===== config.mk =====
export PLATFORM = sky130hd
export DESIGN_NAME = hict_ctrl
export DESIGN_NICKNAME = d
export VERILOG_FILES = /design/src/design/hict_pkg.sv /design/src/design/hict_ctrl.sv
export SDC_FILE = /design/constraint.sdc
export NUM_CORES = 1
export LEC_CHECK = 0
export BUFFER_PORTS_ARGS = -buffer_cell sky130_fd_sc_hd__buf_2
export CORE_ASPECT_RATIO = 1.25
export CORE_MARGIN = 5
export CORE_UTILIZATION = 25
export CTS_CLUSTER_DIAMETER = 50
export DETAILED_ROUTE_END_ITERATION = 6
export REMOVE_ABC_BUFFERS = 1
export SYNTH_ARGS = -nofsm -noshare
export SYNTH_HDL_FRONTEND = slang
export SYNTH_SLANG_ARGS = --single-unit

===== constraint.sdc =====
create_clock -name clock -period 4.05 [get_ports clock]
set_input_delay 0.81 -clock clock [delete_from_list [all_inputs] [get_ports clock]]
set_output_delay 0.81 -clock clock [all_outputs]
set_load 0.03 [all_outputs]

===== src/design/hict_pkg.sv =====
// Package for the hash/id cache table: codes, command and status types.
// Used by every module of the design; depends on nothing.
package hict_pkg;

   localparam int CAPACITY_DEF  = 256;
   localparam int HASH_BITS_DEF = 32;
   localparam int ID_BITS_DEF   = 16;
   localparam int HITS_BITS     = 16;
   localparam int COUNT_BITS    = 9;
   localparam int IN_BYTES_BITS = 64;
   localparam int OUT_BITS      = 24;

   localparam logic [2:0] FUNC_ADD    = 3'd0;
   localparam logic [2:0] FUNC_LOOKUP = 3'd1;
   localparam logic [2:0] FUNC_WIPE   = 3'd2;
   localparam logic [2:0] FUNC_SORT   = 3'd3;
   localparam logic [2:0] FUNC_EVICT  = 3'd4;

   localparam logic [1:0] ST_OK       = 2'd0;
   localparam logic [1:0] ST_FULL     = 2'd1;
   localparam logic [1:0] ST_RANGE    = 2'd2;
   localparam logic [1:0] ST_NOTFOUND = 2'd3;

   localparam logic [8:0] LIMIT_RESET = 9'd256;

   typedef enum logic [4:0] {
      CMD_NONE,
      CMD_LOAD,
      CMD_ADD,
      CMD_RD,
      CMD_NEXT,
      CMD_LK_HIT,
      CMD_LK_MISS,
      CMD_WIPE,
      CMD_PASS_INIT,
      CMD_PASS_FIRST,
      CMD_PASS_STEP,
      CMD_PASS_END,
      CMD_CLR,
      CMD_SCAN_INIT,
      CMD_CMP_STEP,
      CMD_CMP_END,
      CMD_RESP
   } op_type;

   typedef struct packed {
      op_type op;
      logic   by_hits;
   } cmd_type;

   typedef struct packed {
      logic scan_done;
      logic match;
      logic last;
      logic swapped;
      logic by_hits;
      logic clr_done;
      logic few;
      logic evict_ok;
      logic rsp_free;
   } stat_type;

   typedef enum logic [4:0] {
      S_IDLE,
      S_ADD,
      S_LK_RD,
      S_LK_CMP,
      S_WIPE,
      S_SORT,
      S_EVICT,
      S_PASS_RD0,
      S_PASS_FIRST,
      S_PASS_RD,
      S_PASS_STEP,
      S_PASS_END,
      S_PASS_AGAIN,
      S_CLR_INIT,
      S_CLR,
      S_CMP_INIT,
      S_CMP_RD,
      S_CMP_STEP,
      S_CMP_END,
      S_DONE
   } state_type;

endpackage


===== src/design/hict_ctrl.sv =====
// Sequencer of the hash/id cache table: steps each request through its scans.
// Depends on hict_pkg; drives the commands of hict_dpath.
module hict_ctrl (
   input  logic               clock,
   input  logic               reset,
   input  logic               req_take,
   input  logic [2:0]         req_func,
   input  hict_pkg::stat_type stat,
   output logic               idle,
   output hict_pkg::cmd_type  cmd
);

   hict_pkg::state_type state_ff, state_in;

   always_ff @(posedge clock) begin
      if (reset) begin
         state_ff <= hict_pkg::S_IDLE;
      end else begin
         state_ff <= state_in;
      end
   end

   always_comb begin
      state_in = state_ff;
      case (state_ff)
         hict_pkg::S_IDLE: begin
            if (req_take) begin
               case (req_func)
                  hict_pkg::FUNC_ADD:    state_in = hict_pkg::S_ADD;
                  hict_pkg::FUNC_LOOKUP: state_in = hict_pkg::S_LK_RD;
                  hict_pkg::FUNC_WIPE:   state_in = hict_pkg::S_WIPE;
                  hict_pkg::FUNC_SORT:   state_in = hict_pkg::S_SORT;
                  hict_pkg::FUNC_EVICT:  state_in = hict_pkg::S_EVICT;
                  default:               state_in = hict_pkg::S_DONE;
               endcase
            end
         end
         hict_pkg::S_ADD:  state_in = hict_pkg::S_DONE;
         hict_pkg::S_WIPE: state_in = hict_pkg::S_DONE;
         hict_pkg::S_LK_RD: begin
            state_in = stat.scan_done ? hict_pkg::S_DONE : hict_pkg::S_LK_CMP;
         end
         hict_pkg::S_LK_CMP: begin
            state_in = stat.match ? hict_pkg::S_DONE : hict_pkg::S_LK_RD;
         end
         hict_pkg::S_SORT: begin
            state_in = stat.few ? hict_pkg::S_DONE : hict_pkg::S_PASS_RD0;
         end
         hict_pkg::S_EVICT: begin
            state_in = stat.evict_ok ? hict_pkg::S_PASS_RD0 : hict_pkg::S_DONE;
         end
         hict_pkg::S_PASS_AGAIN: state_in = hict_pkg::S_PASS_RD0;
         hict_pkg::S_PASS_RD0:   state_in = hict_pkg::S_PASS_FIRST;
         hict_pkg::S_PASS_FIRST: state_in = hict_pkg::S_PASS_RD;
         hict_pkg::S_PASS_RD:    state_in = hict_pkg::S_PASS_STEP;
         hict_pkg::S_PASS_STEP: begin
            state_in = stat.last ? hict_pkg::S_PASS_END : hict_pkg::S_PASS_RD;
         end
         hict_pkg::S_PASS_END: begin
            if (stat.swapped) begin
               state_in = hict_pkg::S_PASS_AGAIN;
            end else if (stat.by_hits) begin
               state_in = hict_pkg::S_CLR_INIT;
            end else begin
               state_in = hict_pkg::S_CMP_INIT;
            end
         end
         hict_pkg::S_CLR_INIT: state_in = hict_pkg::S_CLR;
         hict_pkg::S_CLR: begin
            if (stat.clr_done) begin
               state_in = hict_pkg::S_SORT;
            end
         end
         hict_pkg::S_CMP_INIT: state_in = hict_pkg::S_CMP_RD;
         hict_pkg::S_CMP_RD: begin
            state_in = stat.scan_done ? hict_pkg::S_CMP_END : hict_pkg::S_CMP_STEP;
         end
         hict_pkg::S_CMP_STEP: state_in = hict_pkg::S_CMP_RD;
         hict_pkg::S_CMP_END:  state_in = hict_pkg::S_DONE;
         hict_pkg::S_DONE: begin
            if (stat.rsp_free) begin
               state_in = hict_pkg::S_IDLE;
            end
         end
         default: state_in = hict_pkg::S_IDLE;
      endcase
   end

   always_comb begin
      cmd.op      = hict_pkg::CMD_NONE;
      cmd.by_hits = 1'b0;
      idle        = 1'b0;
      case (state_ff)
         hict_pkg::S_IDLE: begin
            idle = 1'b1;
            if (req_take) begin
               cmd.op = hict_pkg::CMD_LOAD;
            end
         end
         hict_pkg::S_ADD:  cmd.op = hict_pkg::CMD_ADD;
         hict_pkg::S_WIPE: cmd.op = hict_pkg::CMD_WIPE;
         hict_pkg::S_LK_RD: begin
            cmd.op = stat.scan_done ? hict_pkg::CMD_LK_MISS : hict_pkg::CMD_RD;
         end
         hict_pkg::S_LK_CMP: begin
            cmd.op = stat.match ? hict_pkg::CMD_LK_HIT : hict_pkg::CMD_NEXT;
         end
         hict_pkg::S_SORT: begin
            if (!stat.few) begin
               cmd.op = hict_pkg::CMD_PASS_INIT;
            end
         end
         hict_pkg::S_EVICT: begin
            if (stat.evict_ok) begin
               cmd.op      = hict_pkg::CMD_PASS_INIT;
               cmd.by_hits = 1'b1;
            end
         end
         hict_pkg::S_PASS_AGAIN: begin
            cmd.op      = hict_pkg::CMD_PASS_INIT;
            cmd.by_hits = stat.by_hits;
         end
         hict_pkg::S_PASS_RD0:   cmd.op = hict_pkg::CMD_RD;
         hict_pkg::S_PASS_FIRST: cmd.op = hict_pkg::CMD_PASS_FIRST;
         hict_pkg::S_PASS_RD:    cmd.op = hict_pkg::CMD_RD;
         hict_pkg::S_PASS_STEP:  cmd.op = hict_pkg::CMD_PASS_STEP;
         hict_pkg::S_PASS_END:   cmd.op = hict_pkg::CMD_PASS_END;
         hict_pkg::S_CLR_INIT:   cmd.op = hict_pkg::CMD_SCAN_INIT;
         hict_pkg::S_CLR: begin
            if (!stat.clr_done) begin
               cmd.op = hict_pkg::CMD_CLR;
            end
         end
         hict_pkg::S_CMP_INIT: cmd.op = hict_pkg::CMD_SCAN_INIT;
         hict_pkg::S_CMP_RD: begin
            if (!stat.scan_done) begin
               cmd.op = hict_pkg::CMD_RD;
            end
         end
         hict_pkg::S_CMP_STEP: cmd.op = hict_pkg::CMD_CMP_STEP;
         hict_pkg::S_CMP_END:  cmd.op = hict_pkg::CMD_CMP_END;
         hict_pkg::S_DONE: begin
            if (stat.rsp_free) begin
               cmd.op = hict_pkg::CMD_RESP;
            end
         end
         default:              cmd.op = hict_pkg::CMD_NONE;
      endcase
   end

endmodule


# After elaboration in Yosys (flattened, before gate mapping)
# Cells that the tools add are included.
dict set report classes {
  muxes 24
  reduce_logical 7
  shifts 0
  n_mul 0
  eq_ne 26
  div_mod_pow 0
  add_sub_neg 0
  bitwise 0
  order_cmp 0
}
# op n
set op_table {}
lappend op_table {{5-bit one-hot mux with 18 select lines} 1}
lappend op_table {{5-bit one-hot mux with 17 select lines} 1}
lappend op_table {{5-bit 2-to-1 mux} 9}
lappend op_table {{5-bit by 4-bit equality test with 1-bit output (second input constant)} 8}
lappend op_table {{5-bit one-hot mux with 5 select lines} 1}
lappend op_table {{5-bit by 3-bit equality test with 1-bit output (second input constant)} 4}
lappend op_table {{5-bit equality test (second input constant)} 4}
lappend op_table {{5-bit by 2-bit equality test with 1-bit output (second input constant)} 2}
lappend op_table {{2-bit 2-to-1 mux} 5}
lappend op_table {{4-bit 2-to-1 mux} 2}
lappend op_table {{3-bit by 2-bit equality test with 1-bit output (second input constant)} 2}
lappend op_table {{2-bit inequality test (second input constant)} 3}
lappend op_table {{2-bit OR reduction} 3}
lappend op_table {{5-bit by 1-bit equality test with 1-bit output (second input constant)} 1}
lappend op_table {{5-bit zero test} 1}
lappend op_table {{3-bit by 1-bit equality test with 1-bit output (second input constant)} 1}
lappend op_table {{3-bit equality test (second input constant)} 1}
lappend op_table {{3-bit zero test} 1}
lappend op_table {{1-bit 2-to-1 mux} 3}
lappend op_table {{3-bit 2-to-1 mux} 1}
lappend op_table {{3-bit AND reduction} 1}
lappend op_table {{3-bit OR reduction} 1}
lappend op_table {{1-bit one-hot mux with 2 select lines} 1}
dict set report word_totals {
  input_bits 15
  register_bits 5
  n_memories 0
  rom_bits 0
  latchBits 0
  wordCells 58
  output_inout_bits 7
  ram_bits 0
}

# Longest topological paths before layout
# Gate-level depths: netlist (run 1).
dict set report logic_depth {
  depth_word 4
  mapped_depth 7
  depth_no_buf 5
}

# Worst setup path after synthesis (run 1)
# No wires, ideal clock.
dict set report synth_timing {
  path_kind {input to output}
  from {input stat[8] (netlist name)}
  to {output cmd[1] (netlist name)}
  n_path_buf 0
  setup_slack_ps 1360
  t_arrival_ps 1880
  stages 4
  t_required_ps 3240
  cell_sequence {nand2b_1 > nand2_1 > o22a_1 > o32ai_1}
}
# element line_no
set synth_lines {}
lappend synth_lines {{from (decl)} hict_ctrl.sv:8} ;# input hict_pkg::stat_type stat,
lappend synth_lines {{to (decl)} hict_ctrl.sv:10} ;# output hict_pkg::cmd_type cmd

==> results of run 1 <==
-- metal layers --
metal  part of all wire [%]  vias to the layer above  track usage (%)
met2                     44                       50             14.2
met4                    4.2                        0             6.65
met5                      0                        -                0
li1                       -                      525                -
met1                     44                      454             15.1
met3                    7.4                       10             1.01
-- where the power goes --
group | internal (W) | switching [W]
registers | 0.0000622 | 0.0000678
clock network | 0.0000678 | 0.0000273
logic | 0.000173 | 0.000239
total | 0.000303 | 0.000334
-- worst max-delay path, cell delays in order (launching register included) --
cell	delay, ns
dfxtp_1	0.88
nor2b_1	0.34
a211oi_1	0.09
a31oi_1	0.17
a221oi_1	0.06
o32ai_1	0.16
buf_2	0.24
-- layout by cell type, fill, tap and decap left out, types with 2 or more instances in the layout --
master    count
a211oi_1      5
a211oi_2      2
a21o_1        2
a21oi_1      12
a311oi_1      2
a31oi_1       4
buf_2        21
buf_4         2
clkbuf_8      3
dfxtp_1       5
inv_1         3
mux2i_1       2
nand2_1      10
nand2b_1     10
nand3_1       3
nor2_1        9
nor2b_1       9
nor3_1        3
nor4b_1       2
o211ai_1      4
o21ai_0       5
o22ai_1       4
o32ai_1       2
-- layout make-up --
type | count | area, um^2
Timing Repair Buffer | 23 | 120
Tap cell | 39 | 48.8
Multi-Input combinational cell | 111 | 718
Sequential cell | 5 | 100
Fill cell | 388 | 2470
Inverter | 4 | 15.0
Clock buffer | 4 | 45.0
-- how the worst max path moves through the flow --
| stage | start | end | slack (ns) | depth (start not counted) |
|---|---|---|---|---|
| global route | state_ff[0] | cmd[4] | 0.92 | 6 |
| floorplan | state_ff[0] | cmd[5] | 1.12 | 3 |
| CTS | state_ff[3] | cmd[1] | 1.06 | 6 |
| finish | state_ff[3] | cmd[1] | 1.06 | 6 |
| detailed placement | state_ff[3] | cmd[1] | 1.30 | 6 |
| global placement | state_ff[3] | cmd[1] | 1.26 | 6 |
-- logic make-up after synthesis --
kind of cell / Yosys count / synth area share [%]
multiplexers: 2 / 2.19
buffers and inverters: 17 / 10.4
AO/OA/AOI/OAI: 52 / 39.5
AND/OR/NAND/NOR: 56 / 36.0
flip-flops: 5 / 11.0
XOR/XNOR: 1 / 0.959
-- metrics by stage --
step	setup slack [ns]	hold WS [ns]	instance area, um^2	cells	total power (W)
global route	0.919	0.842	1050	186	0.000685
global placement	1.26	0.931	1000	182	0.000544
finish	1.06	0.826	1050	186	0.000638
CTS	1.06	0.826	1050	186	0.000640
floorplan	1.12	0.760	833	120	0.000428
detailed placement	1.30	0.924	1000	182	0.000541
==> metrics.md, run 1 <==
| Metric | Value |
|---|---|
| Status | `complete, no violations` |
| First-pass GRT wire length | `4260 um` |
| Layout Nets | `163` |
| Gr ovfl total | `0` |
| FF+latch count, synth | `5` |
| CTS H-Tree Depth | `1` |
| Die W | `64.1 um` |
| Max Fclk | `0.335 GHz` |
| Synth Instances | `133` |
| Routability congestion estimate | `0.828` |
| Via density per instance | `5.59` |
| Largest cells by area after synthesis | `dfxtp_1 11%, nand2b_1 6.8%, a21oi_1 6.6%` |
| Fin Clk Skew | `0.00449 ns` |
| Layout cells sized above 1 | `23.8%` |
| Average wire per standard cell | `14.4 um` |
| Vias in the first global route | `877` |
| Initial antenna violation count | `0` |
| Final TNS setup | `0 ns` |
| # hold bufs at CTS | `0` |
| Cell Rows | `24` |
| Biggest register | `state_ff` |
| PwrDens | `609 nW/um^2` |
| CP Capture Type | `output pin` |
| Initial core utilization | `26.0%` |
| Max reg flops | `5` |
| CTS Sinks | `5` |
| Critical Path AT | `2.18 ns` |
| Final period util | `73.8%` |
| Largest net degree at the start of global routing | `31` |
| Syn avg cell area | `6.87 um^2` |
| Slew HR | `40.1%` |
| Number of detailed-route iterations in the first pass | `4` |
| Static leakage | `0.375 nW` |
| Hold EP | `state_ff[0]` |
| Setup crit start kind | `register` |
| Hold-critical path depth | `2` |
| RSZ-0062 raised after global routing | `false` |
| Critical Path Fanout Max | `28` |
| Post-Syn Area | `913 um^2` |
| Slew Limit Fails | `0` |
| Synth top cells by count | `12 x a21oi_1, 10 x nand2_1, 10 x nand2b_1` |
| Worst reg2reg path depth | `5` |
| Area growth from synthesis to final layout | `14.7%` |
| Top Ports | `22` |
| Number of buffers created by CTS | `3` |
| Root Buffer | `clkbuf_8` |
| Launch point of the worst hold path | `reset` |
| WL final | `2680 um` |
| Top FF cell, synth | `dfxtp_1` |
| Starting DRT DRC Count | `54` |
| Vias | `1039` |
| EDFF count, synth | `0` |
| Total Routing Usage GR | `10.4%` |
| Asr flop ratio synth | `0%` |
| Min Tclk post-route | `2.99 ns` |
| CTS tree | `yes` |
| Most common cell in the netlist | `a21oi_1` |
| HP Class | `input pin to register` |
| VDD IR max | `0.000209 V` |
| Core Util, Final | `29.8%` |
| Post-DP HPWL | `1950 um` |
| Postcts setup bufs | `0` |
| CP Class | `register to output pin` |
| Cell accounting for the most synthesized area | `dfxtp_1` |
| Final ANT Viol Nets | `0` |
| Post-synthesis sequential area ratio | `11.0%` |
| R2R Setup Slk | `1.86 ns` |
| Final setup violation count | `0` |
| Final hold vios | `0` |
| Synth warn | `0` |
| Port Buffer Count | `21` |
| Die area | `4970 um^2` |
| Clk pin slew, worst setup/hold paths | `0.04 ns` |
| CTS Buffer Depth | `2` |
| Top cell type's share of synthesized area | `11.0%` |
| Core Area | `3510 um^2` |
| Worst R2R End | `state_ff[4]` |
| Max-Cap Viols | `0` |
| Crit Reg-Reg Startpoint | `state_ff[0]` |
| Biggest regs | `state_ff: 5 flops` |
| DRC Markers | `0` |
| Post-CTS resize count | `0` |
| N_diodes | `0` |
| Netlist cell types | `46` |
| Clk_lat worst skew | `0.23 ns` |
| Die H | `77.6 um` |
| Required @ worst endpoint | `3.24 ns` |
| Worst-Margin Slew | `0.897 ns` |
Power figures use the tool's default switching activity.
==> inputs of run 2 (changes only) <==
- ABC_AREA: not set -> 1
- clock period: 4.05 -> 2.8 ns (I/O delays scaled with it)
==> metrics.md, run 2 <==
| Metric | Value |
|---|---|
| Max Fclk | `0.425 GHz` |
| Setup ws final | `0.447 ns (was 1.06 ns)` |
| VDD IR max | `0.000472 V (was 0.000209 V)` |
| Root Buffer | `clkbuf_4 (was clkbuf_8)` |
| Final ANT Viol Nets | `0 (unchanged)` |
| CTS tree | `yes (unchanged)` |
| R2R Setup Slk | `1.21 ns (was 1.86 ns)` |
| Top FF cell, synth | `dfxtp_1 (unchanged)` |
| Initial antenna violation count | `0 (unchanged)` |
| Biggest register | `state_ff (unchanged)` |
| Cell Rows | `22 (was 24)` |
| Simple-gate portion of the synthesized area | `63.6% (was 36.0%)` |
| Gr ovfl total | `0 (unchanged)` |
| Number of detailed-route iterations in the first pass | `4 (unchanged)` |
| Static leakage | `0.566 nW (was 0.375 nW)` |
| Biggest regs | `state_ff: 5 flops (unchanged)` |
| Layout cells sized above 1 | `21.3% (was 23.8%)` |
| Required @ worst endpoint | `2.24 ns (was 3.24 ns)` |
| Critical Path Fanout Max | `7 (was 28)` |
| Slew HR | `75.0% (was 40.1%)` |
| Synth Instances | `153 (was 133)` |
| Synth top cells by count | `50 x nand2_1, 25 x nor2_1, 21 x inv_1 (was 12 x a21oi_1, 10 x nand2_1, 10 x nand2b_1)` |
| CP Capture Type | `output pin (unchanged)` |
| Final TNS setup | `0 ns (unchanged)` |
| Clk pin slew, worst setup/hold paths | `0.04 ns (about the same)` |
| Top cell type's share of synthesized area | `24.5% (was 11.0%)` |
| Vias in the first global route | `990 (was 877)` |
| CP Class | `register to output pin (unchanged)` |
| Initial core utilization | `26.0% (about the same)` |
| Synth warn | `0 (unchanged)` |
| Average wire per standard cell | `11.0 um (was 14.4 um)` |
| Port Buffer Count | `21 (unchanged)` |
| Layout Nets | `194 (was 163)` |
| Commonest non-fill, non-tap cells in the layout | `50 x nand2_1, 25 x nor2_1, 21 x inv_1, 21 x buf_2, 15 x nand3_1 (was 21 x buf_2, 12 x a21oi_1, 10 x nand2b_1, 10 x nand2_1)` |
| Post-Syn Area | `766 um^2 (was 913 um^2)` |
| Asr flop ratio synth | `0% (unchanged)` |
| Total Routing Usage GR | `12.0% (was 10.4%)` |
| Crit Reg-Reg Startpoint | `state_ff[3] (was state_ff[0])` |
| Most common cell after layout, fill and taps aside | `nand2_1 (was buf_2)` |
| Post-DP HPWL | `2100 um (was 1950 um)` |
| Final hold vios | `0 (unchanged)` |
| Die area | `4280 um^2 (was 4970 um^2)` |
| Synth Area in Compound Gates | `11.1% (was 39.5%)` |
| # hold bufs at CTS | `0 (unchanged)` |
| N_diodes | `0 (unchanged)` |
| Vias | `1007 (was 1039)` |
| EDFF count, synth | `0 (unchanged)` |
| Fin Clk Skew | `0.00133 ns (was 0.00449 ns)` |
| Most common cell in the netlist | `nand2_1 (was a21oi_1)` |
| Cell accounting for the most synthesized area | `nand2_1 (was dfxtp_1)` |
| Status | `complete, no violations (unchanged)` |
| Largest cells by area after synthesis | `nand2_1 25%, dfxtp_1 13%, nor2_1 12% (was dfxtp_1 11%, nand2b_1 6.8%, a21oi_1 6.6%)` |
| Core Area | `2950 um^2 (was 3510 um^2)` |
| Launch point of the worst hold path | `reset (unchanged)` |
| Post-CTS resize count | `0 (unchanged)` |
| Post-Synth Adder-Cell Area | `0% (unchanged)` |
| Combinational family with the most area after synthesis | `simple AND/OR/NAND/NOR gates (was compound AO/OA/AOI/OAI gates)` |
| Max reg flops | `5 (unchanged)` |
| Largest net degree at the start of global routing | `8 (was 31)` |
| Number of buffers created by CTS | `3 (unchanged)` |
| Die H | `71.9 um (was 77.6 um)` |
| Xor-xnor portion of the synthesized cell area | `0% (was 0.959%)` |
| First-pass GRT wire length | `3970 um (was 4260 um)` |
| FF+latch count, synth | `5 (unchanged)` |
| Core Util, Final | `32.0% (was 29.8%)` |
| Max-Cap Viols | `0 (unchanged)` |
| Area growth from synthesis to final layout | `23.0% (was 14.7%)` |
| Routability congestion estimate | `0.969 (was 0.828)` |
| Clk_lat worst skew | `0.24 ns (was 0.23 ns)` |
| Netlist cell types | `18 (was 46)` |
| Sequential cell area | `100 um^2 (unchanged)` |
| Mux cell area share after synthesis | `0% (was 2.19%)` |
| CTS Sinks | `5 (unchanged)` |
| Setup crit start kind | `register (unchanged)` |
| HP Class | `input pin to register (unchanged)` |
| Post-synthesis sequential area ratio | `13.1% (was 11.0%)` |
| Syn avg cell area | `5.00 um^2 (was 6.87 um^2)` |
| Starting DRT DRC Count | `35 (was 54)` |
| Placement Setup Slack | `0.729 ns (was 1.30 ns)` |
| Multi-input gate area | `572 um^2 (was 718 um^2)` |
| Slew Limit Fails | `0 (unchanged)` |
| CTS Buffer Depth | `2 (unchanged)` |
| Worst-Margin Slew | `0.374 ns (was 0.897 ns)` |
| Critical Path AT | `1.79 ns (was 2.18 ns)` |
| Final setup violation count | `0 (unchanged)` |
| Critical Path Source | `state_ff[4] (was state_ff[3])` |
| WL final | `2350 um (was 2680 um)` |
| Min Tclk post-route | `2.35 ns` |
| Via density per instance | `4.71 (was 5.59)` |
| DRC Markers | `0 (unchanged)` |
| PwrDens | `835 nW/um^2 (was 609 nW/um^2)` |
| CTS H-Tree Depth | `1 (unchanged)` |
| Final period util | `84.0%` |
| Die W | `59.5 um (was 64.1 um)` |
| Postcts setup bufs | `0 (unchanged)` |
| RSZ-0062 raised after global routing | `false (unchanged)` |
| Top Ports | `22 (unchanged)` |
| Fillers | `353 (was 388)` |
## run 2: cell count changes after synthesis, moves of 4 or more
| cell | before | now |
|---|---|---|
| inv_1 | 3 | 21 |
| a211oi_1 | 5 | 0 |
| buf_2 | 7 | 0 |
| o22ai_1 | 4 | 0 |
| nand2_1 | 10 | 50 |
| nor2b_1 | 9 | 0 |
| nand2b_1 | 10 | 0 |
| buf_4 | 4 | 0 |
| nand3_1 | 3 | 15 |
| a31oi_1 | 4 | 0 |
| nor2_1 | 9 | 25 |
| a21oi_1 | 12 | 7 |
| nor2_2 | 0 | 5 |
## run 2: logic make-up after synthesis
logic type / count (synthesis)
flops: 5
buf+inv: 25
compound gates: 14
simple gates: 109
## run 2: metal layers
layer	up-vias	global-route usage (%)	share of wire, %
met1	423	11.7	37
li1	536	-	-
met4	0	8.62	5.9
met5	-	0	0
met3	16	2.52	6.6
met2	32	21.5	51
## run 2: stage by stage
step	hold slack (ns)	instance area (um^2)	instances	power, W
2_1_floorplan	0.586	766	153	0.000557
3_3_place_gp	0.656	916	210	0.000709
3_5_place_dp	0.659	916	210	0.000706
4_1_cts	0.530	942	214	0.000792
5_1_grt	0.566	942	214	0.000869
6_report	0.532	942	214	0.000787
## run 2: area by class of cell
cell class                 count  share of cell area [%]
inverter                      25                    9.96
clock buffer                   4                    2.79
tap                           36                    4.78
multi-input combinational    123                    60.7
sequential                     5                    10.6
timing repair buffer          21                    11.2
## run 2: worst paths after layout
path	to	cells past startpoint
max reg2reg	state_ff[1]	10
min reg2reg	state_ff[0]	2
max	cmd[3]	8
min	state_ff[2]	2
## run 2: report_power, final
part / switching (W) / leakage (nW) / internal [W]
registers: 0.0000336 / 0.0411 / 0.0000916
logic: 0.000402 / 0.510 / 0.000177
clock network: 0.0000288 / 0.0150 / 0.0000538
## run 2: worst max-delay path, cell delays in order (launching register included)
cell and delay (ns):
dfxtp_1 0.45, inv_2 0.12, nand2_2 0.14, nor2_2 0.05, nand2_1 0.12, o211ai_1 0.10
nor2_1 0.22, o2111ai_1 0.15, buf_2 0.20
